### config.mk
export PLATFORM = sky130hd
export DESIGN_NAME = ple_cell
export DESIGN_NICKNAME = d
export VERILOG_FILES = /design/src/design/ple_pkg.sv /design/src/design/ple_cell.sv
export SDC_FILE = /design/constraint.sdc
export NUM_CORES = 1
export LEC_CHECK = 0
export ABC_AREA = 1
export BUFFER_PORTS_ARGS = -buffer_cell sky130_fd_sc_hd__buf_2
export CELL_PAD_IN_SITES_DETAIL_PLACEMENT = 1
export CELL_PAD_IN_SITES_GLOBAL_PLACEMENT = 1
export CORE_MARGIN = 2
export CORE_UTILIZATION = 26
export DETAILED_ROUTE_END_ITERATION = 10
export MAX_ROUTING_LAYER = met4
export PLACE_DENSITY = 0.81
export REMOVE_ABC_BUFFERS = 1
export SLEW_MARGIN = 20
export SYNTH_ARGS = -nofsm -noshare
export SYNTH_HDL_FRONTEND = slang
export SYNTH_SLANG_ARGS = --single-unit
### constraint.sdc
create_clock -name clk -period 3.7 [get_ports clk]
set_input_delay 0.37 -clock clk [delete_from_list [all_inputs] [get_ports clk]]
set_output_delay 0.37 -clock clk [all_outputs]
set_load 0.01 [all_outputs]
### src/design/ple_pkg.sv
// package for the positional list engine
// list depth, field widths, action, status and cell control codes
// no dependencies
`default_nettype none

package ple_pkg;

	localparam int DEPTH     = 64;
	localparam int WORD_W    = 32;
	localparam int ACT_W     = 3;
	localparam int POS_W     = 7;
	localparam int ST_W      = 2;
	localparam int CNT_OUT_W = 7;
	localparam int CNT_W     = $clog2(DEPTH + 1);
	localparam int CMP_W     = (CNT_W > POS_W) ? CNT_W : POS_W;

	typedef logic signed [WORD_W-1:0] word_t;
	typedef logic [CNT_W-1:0]         fill_t;

	localparam logic [ACT_W-1:0] ACT_PUSH_FRONT = 3'd0;
	localparam logic [ACT_W-1:0] ACT_PUSH_BACK  = 3'd1;
	localparam logic [ACT_W-1:0] ACT_POP_FRONT  = 3'd2;
	localparam logic [ACT_W-1:0] ACT_POP_BACK   = 3'd3;
	localparam logic [ACT_W-1:0] ACT_INSERT_AT  = 3'd4;
	localparam logic [ACT_W-1:0] ACT_POP_AT     = 3'd5;

	localparam logic [ST_W-1:0] ST_DONE  = 2'd0;
	localparam logic [ST_W-1:0] ST_EMPTY = 2'd1;
	localparam logic [ST_W-1:0] ST_FULL  = 2'd2;

	localparam logic [1:0] OP_HOLD = 2'd0;
	localparam logic [1:0] OP_INS  = 2'd1;
	localparam logic [1:0] OP_REM  = 2'd2;

	typedef struct packed {
		logic [1:0] op;
		logic       at;
		logic       past;
	} cell_ctl_t;

endpackage

`default_nettype wire

### src/design/ple_cell.sv
// one storage cell of the list: holds one entry, shifts with its neighbors
// depends on ple_pkg
`default_nettype none

module ple_cell (
	input  wire logic              clk,
	input  wire ple_pkg::cell_ctl_t ctl,
	input  wire ple_pkg::word_t    word,
	input  wire ple_pkg::word_t    left,
	input  wire ple_pkg::word_t    right,
	output ple_pkg::word_t         data_q,
	output ple_pkg::word_t         tap
);
	import ple_pkg::*;

	always_ff @(posedge clk) begin
		case (ctl.op)
			OP_INS: begin
				if (ctl.past) begin
					data_q <= left;
				end else if (ctl.at) begin
					data_q <= word;
				end
			end
			OP_REM: begin
				if (ctl.at || ctl.past) begin
					data_q <= right;
				end
			end
			default: begin
			end
		endcase
	end

	assign tap = ctl.at ? data_q : '0;

endmodule

`default_nettype wire

==> impl_results.md <==
* Status: finished, final reports clean
* Pre-antenna DRT Iters at 4
* Worst IR Drop VDD at 98.4 uV
* Post-CTS Hold Buffers at 0
* # IOs at ~170
* H-tree lvl count at 2
* CTS Root Cell: clkbuf_8
* Layout cells sized above 1 at between 30 and 40%
* Vias post-DR at roughly 2500
* Tot Pwr at 1.02 mW
* Grt ovf at 0
* Non-Filler Instances at 610
* Placement Cell Area at 3130 um^2
* TritonCTS clock tree: done
* Fin. Hold Viols at 0
* First-pass GRT wire length at about 12 mm
* Critical path startpoint category: primary input
* Antenna Violating Nets Remaining at 0
* Critical path's top delay family: buffers and inverters
* Vias per Instance at between 4 and 5
* Simple-gate area share of the yosys netlist at a little over a third
* Slew @ Worst Pin at slightly above 0.6 ns
* Crit-path max FO at 33
* Slew Limit Fails at 0
* Vias in the first global route at between 2000 and 3000
* Yosys warns at 0
* Hold slack at 0.364 ns
* Starting density of the core at a little over a quarter
* Synthesized area per cell at 6.66 um^2
* Height of the die at about 98 um
* CTS max path bufs at 2
* Placement Rows at 34
* Setup-failing EPs final at 0
* Synthesis-stage register bit count at 32
* Final TNS setup at 0 ns
* GPL Wtd Cong at roughly 0.75
* Die width at a little under 100 um
* Largest cells by area after synthesis: edfxtp_1, nand2_1, inv_1
* Hold Path Cell Cnt at 3
* Pin count of the biggest net entering global routing at 35
* Largest register FFs at 32
* Synth Area in Compound Gates at 0.218%
* Critical Path Sink Type: register
* Post-synthesis adder-cell area fraction at 0%
* LEAKAGE at 2.14 nW
* Clock Sinks at 32
* PwrDens at 316 nW/um^2
* Slew headroom at between 50% and 60%
* Post-CTS setup buffer count at 0
* Utilization after layout at 37.5%
* Crit share post-route at 48.5%
* Total die area at 9600 um^2
* Starting DRT DRC Count at 21
* Post-CTS resize count at 0
* Most flops, register: data_q
* WL per Instance at roughly 12 um
* WP data arrival at around 1.8 ns
* Crit. path cell count at 4
* Post-synthesis mux area share at 0%
* Yosys top cell area share at between 40% and 50%
* CP cell instances: buf_2 > nor2_1 > a21oi_4 > buf_16
* Pre-CTS setup slack at around 1.4 ns
* Syn Std Cell Area at about 2300 um^2
* Max Clk Rate at 557 MHz
* Met3 Use GR at around 2.4%
* GRT Overall Usage at 15.7%
* Count of cell types in the netlist at 13
* Port Buf Inserts at about 160
* Final Cell Area at 3240 um^2
* Met2 GRT Util at 29.3%
* Crit-path slowest cell: a21oi_4
* Area grow syn2layout at 40.8%
* Min Tclk post-route at 1.79 ns
* DP Wirelength at 5.56 mm
* Initial antenna violation count at 0
* Dominant cell type by area after synthesis: edfxtp_1
* Post-layout nets at between 600 and 700
* Seq/Total Area, Yosys at around two fifths
* Max cap viols at 0
* Largest family of logic cells by synthesized area: simple AND/OR/NAND/NOR gates
* Routed wire length at 7.20 mm
* Placed Cells at around 600
* CP Class: in -> reg
* Critical Path Max Stage Delay at 0.52 ns
* Busiest grt layer: met2
* Worst hold-check path type: in -> reg
* Post-synthesis xor/xnor area fraction at 0%
* CTS Buf Count at 5
* RSZ-0062 raised after global routing: no
* Syn Inst Count at 345
* Worst path buffer plus inverter count at 2
* Antenna diodes at 0
* Final WS setup at between 1.5 and 2 ns
* Largest regs: data_q: 32 flops
* Grt met1 use at between 15 and 20%
* Worst-path clk slew at approximately 0.070 ns
* DR DRC count at 0
* Critical Path RT at about 3.7 ns
* Core Region at approximately 8600 um^2
layer usage:
layer / up-vias / share of wire (%) / wire [um]
met2: 92 / 53 / 3790
met3: 4 / 6.0 / 433
met5: - / 0 / 0
met4: 0 / 0.76 / 55
met1: 1129 / 41 / 2920
li1: 1295 / - / -
path summary, 6_finish.rpt:
| path | end | slack, ns | start |
|---|---|---|---|
| hold / removal | data_q[20] | 0.36 | right[20] |
| setup / recovery | data_q[8] | 1.91 | ctl[1] |
power breakdown:
part	switching, mW	internal (mW)	leakage, nW
Clock	0.117	0.131	0.0399
Sequential	0.0222	0.453	0.304
Combinational	0.171	0.129	1.79
Total	0.311	0.713	2.14
synth_stat cells:
cell and instances:
a21oi_1 1, buf_2 4, buf_4 6, buf_6 7, edfxtp_1 32, inv_1 98, inv_4 1, inv_6 1
nand2_1 151, nand2_2 10, nand2_4 1, nand3_1 32, nor2_1 1
cell type report:
class | instances | area (um^2)
clock buffer | 7 | 76.3
tap | 108 | 135
multi-input combinational | 196 | 821
sequential | 32 | 961
clock inverter | 1 | 3.75
fill | 1198 | 5400
inverter | 100 | 383
timing repair buffer | 166 | 856
cell usage in the layout (no fill, tap or decap):
master / netlist / final
a21oi_4: 0 / 1
clkinv_1: 0 / 1
inv_6: 1 / 1
inv_4: 1 / 1
nand2_4: 1 / 1
clkbuf_8: 0 / 5
buf_16: 0 / 1
buf_4: 6 / 1
nand3_1: 32 / 32
buf_2: 4 / 164
clkbuf_1: 0 / 2
inv_1: 98 / 98
edfxtp_1: 32 / 32
nand2_2: 10 / 10
nand2_1: 151 / 151
nor2_1: 1 / 1
logic make-up after synthesis:
| group | count (synthesis) |
|---|---|
| buffers and inverters | 117 |
| flip-flops | 32 |
| AND/OR/NAND/NOR | 195 |
| AO/OA/AOI/OAI | 1 |
No activity file was read; power rests on OpenSTA's default activity.
